File: config.mk
export PLATFORM = sky130hd
export DESIGN_NAME = line_sensor_calibrate_threshold
export DESIGN_NICKNAME = d
export VERILOG_FILES = /design/src/rtl/lsct_pkg.sv /design/src/rtl/line_sensor_calibrate_threshold.sv /design/src/rtl/lsct_front.sv /design/src/rtl/lsct_back.sv
export SDC_FILE = /design/constraint.sdc
export NUM_CORES = 1
export LEC_CHECK = 0
export BUFFER_PORTS_ARGS = -buffer_cell sky130_fd_sc_hd__buf_2
export CORE_UTILIZATION = 63
export CTS_CLUSTER_SIZE = 24
export DETAILED_ROUTE_END_ITERATION = 8
export GPL_TIMING_DRIVEN = 1
export PLACE_DENSITY = 0.93
export SYNTH_ARGS = -nofsm -noshare
export SYNTH_HDL_FRONTEND = slang
export SYNTH_HIERARCHICAL = 1
export SYNTH_SLANG_ARGS = --single-unit
File: constraint.sdc
create_clock -name clk -period 10.9 [get_ports clk]
set_input_delay 2.18 -clock clk [delete_from_list [all_inputs] [get_ports clk]]
set_output_delay 2.18 -clock clk [all_outputs]
set_load 0.02 [all_outputs]
File: src/rtl/lsct_pkg.sv
package lsct_pkg;

	// Command codes of an input item.
	typedef enum logic [1:0] {
		CMD_START  = 2'd0,
		CMD_CAL    = 2'd1,
		CMD_FINISH = 2'd2,
		CMD_RUN    = 2'd3
	} lsct_cmd_t;

	// Status codes of a result item.
	typedef enum logic [1:0] {
		STAT_OK         = 2'd0,
		STAT_REFUSED    = 2'd1,
		STAT_NOT_IN_USE = 2'd2,
		STAT_UNUSED     = 2'd3
	} lsct_status_t;

	// Configuration register indexes.
	localparam logic [1:0] CFG_SENSOR_COUNT = 2'd0;
	localparam logic [1:0] CFG_TOLERANCE    = 2'd1;

	// Fixed field widths.
	localparam int CH_W    = 3;
	localparam int RD_W    = 10;
	localparam int MASK_W  = 8;
	localparam int COUNT_W = 4;
	localparam int TOL_W   = 9;
	localparam int CFG_W   = 9;

	// Unity in Q1.8.
	localparam logic [TOL_W-1:0] ONE_Q8 = 9'd256;

	// An item after classification by the front end.
	typedef struct packed {
		lsct_cmd_t         cmd;
		logic [CH_W-1:0]   ch;
		logic [RD_W-1:0]   rd;
		logic              ch_ok;
		logic              in_use;
		logic              start_ok;
	} lsct_item_t;

	// Head of the queue as seen by the back end.
	typedef struct packed {
		logic       valid;
		lsct_item_t item;
	} lsct_head_t;

	// Back end status toward the queue and the top level.
	typedef struct packed {
		logic pop;
		logic busy;
	} lsct_back_stat_t;

endpackage

File: src/rtl/line_sensor_calibrate_threshold.sv
// Start, calibration and run items pass through the two-item input queue and the result register.
// A finish item during calibration gives its result after the back end has walked the channels,
// one channel per cycle through its single threshold multiply unit.
// Throughput: one item per cycle for start, calibration and run while out_stall is low; a finish
// during calibration holds the back end for its walk while a two-item queue takes input until full.
// Reset (arst_n, asynchronous): tables read as their reset values at once, no clearing pass.
module line_sensor_calibrate_threshold import lsct_pkg::*; #(
	parameter int CHANNELS    = 8,
	parameter int SAMPLE_BITS = 10
) (
	input  logic                clk,
	input  logic                arst_n,
	input  logic                cfg_valid,
	output logic                cfg_ready,
	input  logic [1:0]          cfg_index,
	input  logic [CFG_W-1:0]    cfg_data,
	input  logic                in_valid,
	output logic                in_stall,
	input  logic [1:0]          cmd,
	input  logic [CH_W-1:0]     channel,
	input  logic [RD_W-1:0]     reading,
	output logic                out_valid,
	input  logic                out_stall,
	output logic [1:0]          status,
	output logic                on_line,
	output logic [MASK_W-1:0]   line_mask,
	output logic [MASK_W-1:0]   prev_mask,
	output logic [RD_W-1:0]     threshold
);

	logic [COUNT_W-1:0] sensor_count_q;
	logic [TOL_W-1:0]   tolerance_q;
	lsct_head_t         head;
	lsct_back_stat_t    back_stat;

	assign cfg_ready = 1'b1;

	// Configuration registers.
	always_ff @(posedge clk or negedge arst_n) begin
		if (!arst_n) begin
			sensor_count_q <= '0;
			tolerance_q    <= 9'd128;
		end else if (cfg_valid && cfg_ready) begin
			if (cfg_index == CFG_SENSOR_COUNT) begin
				sensor_count_q <= cfg_data[COUNT_W-1:0];
			end else if (cfg_index == CFG_TOLERANCE) begin
				tolerance_q <= cfg_data[TOL_W-1:0];
			end
		end
	end

	lsct_front #(
		.CHANNELS (CHANNELS)
	) u_front (
		.clk          (clk),
		.arst_n       (arst_n),
		.in_valid     (in_valid),
		.in_stall     (in_stall),
		.cmd          (cmd),
		.channel      (channel),
		.reading      (reading),
		.sensor_count (sensor_count_q),
		.pop          (back_stat.pop),
		.head         (head)
	);

	lsct_back #(
		.CHANNELS    (CHANNELS),
		.SAMPLE_BITS (SAMPLE_BITS)
	) u_back (
		.clk       (clk),
		.arst_n    (arst_n),
		.head      (head),
		.tolerance (tolerance_q),
		.stat      (back_stat),
		.out_valid (out_valid),
		.out_stall (out_stall),
		.status    (status),
		.on_line   (on_line),
		.line_mask (line_mask),
		.prev_mask (prev_mask),
		.threshold (threshold)
	);

	// The back end only takes an item that the queue holds.
	assert property (@(posedge clk) disable iff (!arst_n)
		back_stat.pop |-> head.valid)
		else $error("queue popped while empty");

	// No item is taken while the finish walk runs.
	assert property (@(posedge clk) disable iff (!arst_n)
		back_stat.busy |-> !back_stat.pop)
		else $error("item taken during threshold walk");

	// A new result follows either a taken item or the end of a walk.
	assert property (@(posedge clk) disable iff (!arst_n)
		$rose(out_valid) |-> ($past(back_stat.pop) || $past(back_stat.busy)))
		else $error("result produced without a source item");

endmodule

File: src/rtl/lsct_front.sv
module lsct_front import lsct_pkg::*; #(
	parameter int CHANNELS = 8
) (
	input  logic                clk,
	input  logic                arst_n,
	input  logic                in_valid,
	output logic                in_stall,
	input  logic [1:0]          cmd,
	input  logic [CH_W-1:0]     channel,
	input  logic [RD_W-1:0]     reading,
	input  logic [COUNT_W-1:0]  sensor_count,
	input  logic                pop,
	output lsct_head_t          head
);

	lsct_item_t item_in;
	lsct_item_t q_mem_q [2];
	logic       wr_ptr_q;
	logic       rd_ptr_q;
	logic [1:0] count_q;
	logic       push;

	// Classify the incoming item against the channel configuration.
	always_comb begin
		item_in.cmd      = lsct_cmd_t'(cmd);
		item_in.ch       = channel;
		item_in.rd       = reading;
		item_in.ch_ok    = 5'(channel) < 5'(CHANNELS);
		item_in.in_use   = item_in.ch_ok && (5'(channel) < 5'(sensor_count));
		item_in.start_ok = 5'(sensor_count) == 5'(CHANNELS);
	end

	assign in_stall   = count_q == 2'd2;
	assign push       = in_valid && !in_stall;
	assign head.valid = count_q != 2'd0;
	assign head.item  = q_mem_q[rd_ptr_q];

	// Two-entry queue storage.
	always_ff @(posedge clk) begin
		if (push) begin
			q_mem_q[wr_ptr_q] <= item_in;
		end
	end

	// Queue pointers and fill count.
	always_ff @(posedge clk or negedge arst_n) begin
		if (!arst_n) begin
			wr_ptr_q <= 1'b0;
			rd_ptr_q <= 1'b0;
			count_q  <= 2'd0;
		end else begin
			if (push) begin
				wr_ptr_q <= !wr_ptr_q;
			end
			if (pop) begin
				rd_ptr_q <= !rd_ptr_q;
			end
			if (push && !pop) begin
				count_q <= count_q + 2'd1;
			end else if (pop && !push) begin
				count_q <= count_q - 2'd1;
			end
		end
	end

endmodule

File: src/rtl/lsct_back.sv
module lsct_back import lsct_pkg::*; #(
	parameter int CHANNELS    = 8,
	parameter int SAMPLE_BITS = 10
) (
	input  logic                clk,
	input  logic                arst_n,
	input  lsct_head_t          head,
	input  logic [TOL_W-1:0]    tolerance,
	output lsct_back_stat_t     stat,
	output logic                out_valid,
	input  logic                out_stall,
	output logic [1:0]          status,
	output logic                on_line,
	output logic [MASK_W-1:0]   line_mask,
	output logic [MASK_W-1:0]   prev_mask,
	output logic [RD_W-1:0]     threshold
);

	localparam int SB   = SAMPLE_BITS;
	localparam int IDXW = (CHANNELS > 1) ? $clog2(CHANNELS) : 1;
	localparam int RDU  = (SAMPLE_BITS < RD_W) ? SAMPLE_BITS : RD_W;
	localparam logic [SB-1:0] SAMPLE_MAX = {SB{1'b1}};

	typedef enum logic [1:0] {
		ST_EXEC,
		ST_WALK,
		ST_DONE
	} state_t;

	state_t state_q;

	// Calibration and threshold tables, one entry per channel.
	logic [SB-1:0]       low_q  [CHANNELS];
	logic [SB-1:0]       high_q [CHANNELS];
	logic [SB-1:0]       thr_q  [CHANNELS];
	logic [CHANNELS-1:0] cal_vld_q;
	logic                cal_q;
	logic [CHANNELS-1:0] mask_q;
	logic [CHANNELS-1:0] before_q;
	logic [IDXW-1:0]     idx_q;
	logic [CH_W-1:0]     ch_q;
	logic                ch_ok_q;

	logic                out_valid_q;
	lsct_status_t        status_q;
	logic                on_line_q;
	logic [MASK_W-1:0]   line_mask_q;
	logic [MASK_W-1:0]   prev_mask_q;
	logic [RD_W-1:0]     threshold_q;

	lsct_item_t          it;
	logic [IDXW-1:0]     ch_idx;
	logic [IDXW-1:0]     tab_addr;
	logic [IDXW-1:0]     thr_addr;
	logic [SB-1:0]       rd_s;
	logic [SB-1:0]       low_eff;
	logic [SB-1:0]       high_eff;
	logic [TOL_W-1:0]    tol_sat;
	logic signed [SB:0]  diff;
	logic signed [SB+10:0] prod;
	logic signed [SB+10:0] total;
	logic [SB-1:0]       thr_new;
	logic [SB-1:0]       thr_rd;
	logic [RD_W-1:0]     thr_out;
	logic                out_free;
	logic                out_load;
	logic                fin_go;
	logic                pop;
	logic                cal_upd;
	logic                cal_low;
	logic                run_upd;
	logic                hit;
	logic [CHANNELS-1:0] mask_nxt;
	logic [CHANNELS-1:0] before_nxt;
	lsct_status_t        status_nxt;

	assign it       = head.item;
	assign ch_idx   = IDXW'(it.ch);
	assign rd_s     = SB'(it.rd[RDU-1:0]);
	assign out_free = !out_valid_q || !out_stall;

	// One shared read port per table: walk index or item channel, for thresholds finish or item channel.
	assign tab_addr = (state_q == ST_WALK) ? idx_q : ch_idx;
	assign thr_addr = (state_q == ST_DONE) ? IDXW'(ch_q) : ch_idx;
	assign low_eff  = cal_vld_q[tab_addr] ? low_q[tab_addr] : SAMPLE_MAX;
	assign high_eff = cal_vld_q[tab_addr] ? high_q[tab_addr] : '0;
	assign thr_rd   = thr_q[thr_addr];

	// Threshold unit: low + (high - low) * tolerance, truncated to whole samples.
	always_comb begin
		tol_sat = (tolerance > ONE_Q8) ? ONE_Q8 : tolerance;
		diff    = $signed({1'b0, high_eff}) - $signed({1'b0, low_eff});
		prod    = diff * $signed({1'b0, tol_sat});
		total   = prod + $signed({3'b000, low_eff, 8'h00});
		thr_new = total[SB+10] ? '0 : total[SB+7:8];
	end

	// Decode the head item.
	always_comb begin
		fin_go     = head.valid && (it.cmd == CMD_FINISH) && cal_q;
		pop        = (state_q == ST_EXEC) && head.valid && (fin_go || out_free);
		cal_upd    = (it.cmd == CMD_CAL) && cal_q && it.in_use;
		cal_low    = rd_s < low_eff;
		run_upd    = (it.cmd == CMD_RUN) && it.in_use;
		hit        = run_upd && (rd_s > thr_rd);
		mask_nxt   = mask_q;
		before_nxt = before_q;
		if (run_upd) begin
			if (it.ch == '0) begin
				before_nxt = mask_q;
			end
			mask_nxt[ch_idx] = hit;
		end
		unique case (it.cmd)
			CMD_START:  status_nxt = it.start_ok ? STAT_OK : STAT_REFUSED;
			CMD_CAL:    status_nxt = !cal_q ? STAT_REFUSED :
			                         (it.in_use ? STAT_OK : STAT_NOT_IN_USE);
			CMD_FINISH: status_nxt = cal_q ? STAT_OK : STAT_REFUSED;
			CMD_RUN:    status_nxt = it.in_use ? STAT_OK : STAT_NOT_IN_USE;
			default:    status_nxt = STAT_REFUSED;
		endcase
	end

	assign thr_out = ((state_q == ST_DONE) ? ch_ok_q : it.ch_ok) ? RD_W'(thr_rd) : '0;

	// A result is loaded for every item except a finish that starts the walk,
	// and once more when the walk has ended.
	assign out_load = (pop && !fin_go) || ((state_q == ST_DONE) && out_free);

	assign stat.pop  = pop;
	assign stat.busy = state_q != ST_EXEC;

	// Table payload writes.
	always_ff @(posedge clk) begin
		if (pop && cal_upd) begin
			if (cal_low) begin
				low_q[ch_idx]  <= rd_s;
				high_q[ch_idx] <= high_eff;
			end else begin
				low_q[ch_idx]  <= low_eff;
				high_q[ch_idx] <= (rd_s > high_eff) ? rd_s : high_eff;
			end
		end
	end

	// Threshold table, cleared at reset and rewritten by the finish walk.
	always_ff @(posedge clk or negedge arst_n) begin
		if (!arst_n) begin
			for (int i = 0; i < CHANNELS; i++) begin
				thr_q[i] <= '0;
			end
		end else if (state_q == ST_WALK) begin
			thr_q[idx_q] <= thr_new;
		end
	end

	// Sequencer, calibration state, masks and the result register.
	always_ff @(posedge clk or negedge arst_n) begin
		if (!arst_n) begin
			state_q     <= ST_EXEC;
			cal_vld_q   <= '0;
			cal_q       <= 1'b0;
			mask_q      <= '0;
			before_q    <= '0;
			idx_q       <= '0;
			ch_q        <= '0;
			ch_ok_q     <= 1'b0;
			out_valid_q <= 1'b0;
			status_q    <= STAT_OK;
			on_line_q   <= 1'b0;
			line_mask_q <= '0;
			prev_mask_q <= '0;
			threshold_q <= '0;
		end else begin
			if (out_load) begin
				out_valid_q <= 1'b1;
			end else if (out_valid_q && !out_stall) begin
				out_valid_q <= 1'b0;
			end
			unique case (state_q)
				ST_EXEC: begin
					if (pop && fin_go) begin
						state_q <= ST_WALK;
						idx_q   <= '0;
						ch_q    <= it.ch;
						ch_ok_q <= it.ch_ok;
					end else if (pop) begin
						if (it.cmd == CMD_START && it.start_ok) begin
							cal_vld_q <= '0;
							cal_q     <= 1'b1;
						end
						if (cal_upd) begin
							cal_vld_q[ch_idx] <= 1'b1;
						end
						mask_q      <= mask_nxt;
						before_q    <= before_nxt;
						status_q    <= status_nxt;
						on_line_q   <= hit;
						line_mask_q <= MASK_W'(mask_nxt);
						prev_mask_q <= MASK_W'(before_nxt);
						threshold_q <= thr_out;
					end
				end
				ST_WALK: begin
					if (idx_q == IDXW'(CHANNELS - 1)) begin
						state_q <= ST_DONE;
					end else begin
						idx_q <= idx_q + 1'b1;
					end
				end
				ST_DONE: begin
					if (out_free) begin
						state_q     <= ST_EXEC;
						cal_q       <= 1'b0;
						status_q    <= STAT_OK;
						on_line_q   <= 1'b0;
						line_mask_q <= MASK_W'(mask_q);
						prev_mask_q <= MASK_W'(before_q);
						threshold_q <= thr_out;
					end
				end
				default: begin
					state_q <= ST_EXEC;
				end
			endcase
		end
	end

	assign out_valid = out_valid_q;
	assign status    = status_q;
	assign on_line   = on_line_q;
	assign line_mask = line_mask_q;
	assign prev_mask = prev_mask_q;
	assign threshold = threshold_q;

endmodule
==> flow_summary.ini, run 1 <==
[status]
status = finished clean

[die]
floorplan.initialDensity_pct = 64.7
ios = 63
fp.dieW_um = 186
core-area_um2 = 32900
die_h_um = 186
die-area_um2 = 34500
rows = 66

[grt]
first_global_vias = 16400
grt_start_max_net_pins = 83
grt_pass1_wl_um = 91900
gr-total-overflow = 0
antenna_found_initial = 2
grt_use_total_pct = 35.6

[finish]
syn_to_final_growth_pct = 9.13
layout-drive-gt1-share_pct = 16.6
antennaDiodeCount = 0
final_area_um2 = 23200
layout_commonest_cell = nand2_1
final_cell_mix = 195 x nand2_1, 194 x edfxtp_1, 170 x inv_1
fin_nets = 2052

[sta]
min_period_ps = 10580
fin_ws_ps = 322
fmax_mhz = 94.5
rsz0062_at_grt = no
worstMarginPinSlew_ps = 1240
final_max_slew_viol_count = 0
fin_skew_ps = 38.7
hold_viol_final = 0
finalSetupViolations = 0
timing.hold.ws_ps = 475
relSlewSlack_pct = 17.3
fin_tns_setup_ps = 0
period_share_pct = 97.0

[critical_path]
crit_arrival_ps = 10950
crit_path_end_kind = register
path_class = reg2reg
crit_top_cell = inv_1
worstPathMaxFanout = 48
start_kind = register
worst_ep_required_time_ps = 11270
r2r_slack_ps = 320
slowest_delay_ps = 610
cpMaxStageDelayCell = dfrtp_1

[placed_design]
postPlaceCellArea_um2 = 22000
gp_congestion = 1.01
dp_hpwl_um = 38000
port_buffers = 61
post-place-ws_ps = 354

[route]
wl_um = 60100
drt-pass1-iter-count = 9
viasPerCell = 7.01
drt-initial-drc-count = 2732
drc = 0
num_vias = 16100
wire_per_inst_um = 26.1
drtAntennaViolNets = 0

[synth]
syn_nets = 2018
netlist_instances = 1801
yosys_warnings = 6
avgSynthCellArea_um2 = 11.8
syn-cell-area_um2 = 21300

[clocking]
root_buffer = clkbuf_16
ctsLongestPathBuffers = 3
clock_latency_ps = 540
cts.hold.buffers_added = 0
cts_tree = yes
clkTransAtPathRegs_ps = 70
cts_buffers = 34
htreeDepth = 2
cts.sinks = 355

[worst_hold_path]
hold_class = reg2reg

[run]
maxCapViolCount = 0
==> worst paths after layout <==
check | start | to | depth (start not counted)
hold reg to reg | u_back/thr_q[23]$_DFFE_PN0P_ | u_back/thr_q[23]$_DFFE_PN0P_ | 2
hold / removal | u_back/thr_q[23]$_DFFE_PN0P_ | u_back/thr_q[23]$_DFFE_PN0P_ | 2
min in group asynchronous | arst_n | u_back/thr_q[14]$_DFFE_PN0P_ | 1
setup / recovery | u_back/state_q[0]$_DFFE_PN0P_ | u_back/thr_q[2]$_DFFE_PN0P_ | 36
max in group asynchronous | arst_n | u_front/wr_ptr_q$_DFFE_PN0N_ | 2
setup reg to reg | u_back/state_q[0]$_DFFE_PN0P_ | u_back/thr_q[2]$_DFFE_PN0P_ | 36
==> flip-flops by register name (all words and copies together) (netlist names), 2 cells and up <==
name and cells:
u_back/thr_q 80, u_back/status 2, u_back/high_q 80, tolerance_q 9, u_back/mask_q 8, u_back/line_mask 8, u_back/state_q 2, u_back/threshold 10
u_back/low_q 80, u_front/count_q 2, u_back/before_q 8, u_back/idx_q 3, u_back/cal_vld_q 8, u_back/prev_mask 8, u_back/ch_q 3, u_front/q_mem_q 34
sensor_count_q 4
==> through the flow <==
stage                     instances  util [%]
after global placement         2235      66.9
after detailed placement       2235      66.9
after floorplan                1801         -
final                          2301      70.7
after global routing           2301      70.7
after CTS                      2295      70.3
==> worst max-delay path: cells and delay by family (launching register included) <==
kind	cells	cell delay, ps
adder cells (fa/ha/maj)	7	3190
AO/OA/AOI/OAI	12	3110
AND/OR/NAND/NOR	6	1350
multiplexers	3	1310
buffers and inverters	7	710
flip-flops	1	610
XOR/XNOR	1	100
==> metal layers <==
| metal | track usage, % | part of all wire [%] | vias up |
|---|---|---|---|
| li1 | - | - | 6512 |
| met1 | 44.3 | 33 | 7734 |
| met2 | 56.8 | 47 | 1469 |
| met3 | 9.16 | 13 | 406 |
| met4 | 20.0 | 7.0 | 4 |
| met5 | 0 | 0.068 | - |
==> timing repair <==
action                                  in CTS  in global routing
resized for setup                            1                  8
endpoints found under the hold margin        0                  0
endpoints found under the setup margin      54                 80
pin swaps                                    0                  1
buffers inserted                             0                  6
==> final cells by class <==
type / count / area (um2)
clock buffers: 38 / 876
clock inverters: 22 / 250
fillers: 1965 / 9650
inverters: 170 / 638
multi-input cells: 1169 / 10400
flip-flops and latches: 355 / 9860
well taps: 442 / 553
repair buffers: 105 / 654
Power of run 1 is not shown: default switching activity piles up to over one toggle a cycle in this logic, so the estimate is an artifact.
==> inputs of run 2 (changes only) <==
--- a/config.mk
+++ b/config.mk
@@ -10,6 +10,7 @@
 export CTS_CLUSTER_SIZE = 24
 export DETAILED_ROUTE_END_ITERATION = 8
 export GPL_TIMING_DRIVEN = 1
+export MAX_ROUTING_LAYER = met4
 export PLACE_DENSITY = 0.93
 export SYNTH_ARGS = -nofsm -noshare
 export SYNTH_HDL_FRONTEND = slang
==> run 2 against run 1 <==
Net effect:
- the run now ends with design-rule violations, negative setup slack left
- sequential cell count stayed put
- sequential share of layout area is 0.16 points lower
- setup slack worse by 680 ps
- routed wire length is 6.8% higher
- critical path depth is 2 lower
- hold slack worse by 3.0 ps
- cell area is 0.39% higher
- cell count is 0.22% higher
- largest cell class unchanged
==> flow_summary.ini, run 2 (synthesized netlist as in run 1, its figures left out) <==
[status]
status = complete, but fails checks
failed_checks = design-rule violations, negative setup slack

[placed_design]
dp_hpwl_um = 38400
post-place-ws_ps = 300
gp_congestion = 1.02
port_buffers = 61

[route]
drt-pass1-iter-count = 9
drtAntennaViolNets = 0
wl_met3_um = 8920
drc = 168
wl_met1_um = 20700
viasPerCell = 7.14
drt-initial-drc-count = 2580
wire_per_inst_um = 27.9
wl_um = 64200
wl_met2_um = 29100
num_vias = 16500
top_layer = met4

[clocking]
root_buffer = clkbuf_16
cts.sinks = 355
htreeDepth = 2
cts_tree = yes
clock_latency_ps = 580
cts_buffers = 35
ctsLongestPathBuffers = 3
cts.hold.buffers_added = 0
clkTransAtPathRegs_ps = 60

[sta]
relSlewSlack_pct = 16.4
fin_tns_setup_ps = -17890
fin_ws_ps = -354
worstMarginPinSlew_ps = 1250
finalSetupViolations = 80
fmax_mhz = 88.9
final_max_slew_viol_count = 0
period_share_pct = 103
min_period_ps = 11250
fin_skew_ps = 59.8
hold_viol_final = 0
timing.hold.ws_ps = 472

[critical_path]
crit_top_cell = fa_1
path_class = reg2reg
r2r_start = u_back/state_q[1]$_DFFE_PN0P_
worst_ep_required_time_ps = 11290
crit_arrival_ps = 11640
cp_num_cells = 34
critPathBufInv = 8
critical_path.startpoint = u_back/state_q[1]$_DFFE_PN0P_
crit_path_end_kind = register
critPathCapture = u_back/thr_q[62]$_DFFE_PN0P_
worstPathMaxFanout = 80
reg2reg_depth = 34
slowest_delay_ps = 750
start_kind = register
cpMaxStageDelayCell = a211oi_1
r2r_end = u_back/thr_q[62]$_DFFE_PN0P_
r2r_slack_ps = -350
critical-path-top-delay-family = compound AO/OA/AOI/OAI gates

[die]
ios = 63
rows = 66
floorplan.initialDensity_pct = 64.7
die_h_um = 186
core-area_um2 = 32900
die-area_um2 = 34500
fp.dieW_um = 186

[finish]
fin_nets = 2051
biggestRegsByFlops = u_back/high_q: 80 flops, u_back/low_q: 80 flops, u_back/thr_q: 80 flops
layout_commonest_cell = nand2_1
final_cell_mix = 195 x nand2_1, 194 x edfxtp_1, 169 x inv_1
syn_to_final_growth_pct = 9.56
layout-drive-gt1-share_pct = 16.7

[grt]
grt_use_total_pct = 37.6
first_global_vias = 16400
grt_start_max_net_pins = 86
gr-total-overflow = 0
grt_pass1_wl_um = 93800
antenna_found_initial = 3

[run]
maxCapViolCount = 0

[worst_hold_path]
whs_path_depth = 2
hold_class = reg2reg
-- run 2: cell count changes in the layout (fill, tap and decap cells not counted), sizes merged --
cell	previous run	this run
clkinvlp	1	2
clkinv	15	10
buf	105	103
inv	172	171
diode	0	3
clkbuf	38	47
-- run 2: what timing repair did --
item	in CTS	in global routing
setup buffers	0	5
endpoints found under the setup margin	0	80
resized for setup	0	18
-- run 2: worst reg2reg max path: cells and delay by family, from the launching register on --
kind                       cells  cell delay, ps
and+or+nand+nor                2             800
buffers and inverters          8            1230
AOI/OAI and AO/OA             14            4500
muxes                          2             540
adders and majority gates      7            3390
DFF                            1             560
xor gates and xnor gates       1             110
-- run 2: how the worst min path moves through the flow --
stage,from,to,slack (ps)
2_1_floorplan,u_back/thr_q[22]$_DFFE_PN0P_,u_back/thr_q[22]$_DFFE_PN0P_,440
3_3_place_gp,u_back/thr_q[67]$_DFFE_PN0P_,u_back/thr_q[67]$_DFFE_PN0P_,450
3_5_place_dp,u_back/thr_q[61]$_DFFE_PN0P_,u_back/thr_q[61]$_DFFE_PN0P_,460
4_1_cts,u_back/thr_q[61]$_DFFE_PN0P_,u_back/thr_q[61]$_DFFE_PN0P_,480
5_1_grt,u_back/thr_q[30]$_DFFE_PN0P_,u_back/thr_q[30]$_DFFE_PN0P_,490
6_report,u_back/thr_q[61]$_DFFE_PN0P_,u_back/thr_q[61]$_DFFE_PN0P_,470
-- run 2: layer usage --
| layer | global-route usage, % | vias up |
|---|---|---|
| met5 | - | - |
| met1 | 44.9 | 7770 |
| met3 | 9.37 | 510 |
| met4 | 23.3 | 0 |
| li1 | - | 6502 |
| met2 | 57.5 | 1673 |
-- run 2: through the flow --
| step | cells | area, um2 | util [%] |
|---|---|---|---|
| 6_report | 2306 | 23300 | 70.9 |
| 5_1_grt | 2306 | 23300 | 70.9 |
| 4_1_cts | 2298 | 23200 | 70.5 |
| 3_5_place_dp | 2234 | 22000 | 66.9 |
| 3_3_place_gp | 2234 | 22000 | 66.9 |
| 2_1_floorplan | 1801 | 21300 | - |
-- run 2: cell type report --
cell class,instances,area (um2)
fill,1991,9550
timing repair buffer,103,647
antenna,3,7.51
clock buffer,47,961
clock inverter,17,226
inverter,170,642
multi-input combinational,1169,10400
sequential,355,9860
tap,442,553
Power of run 2 is left out for the same reason.
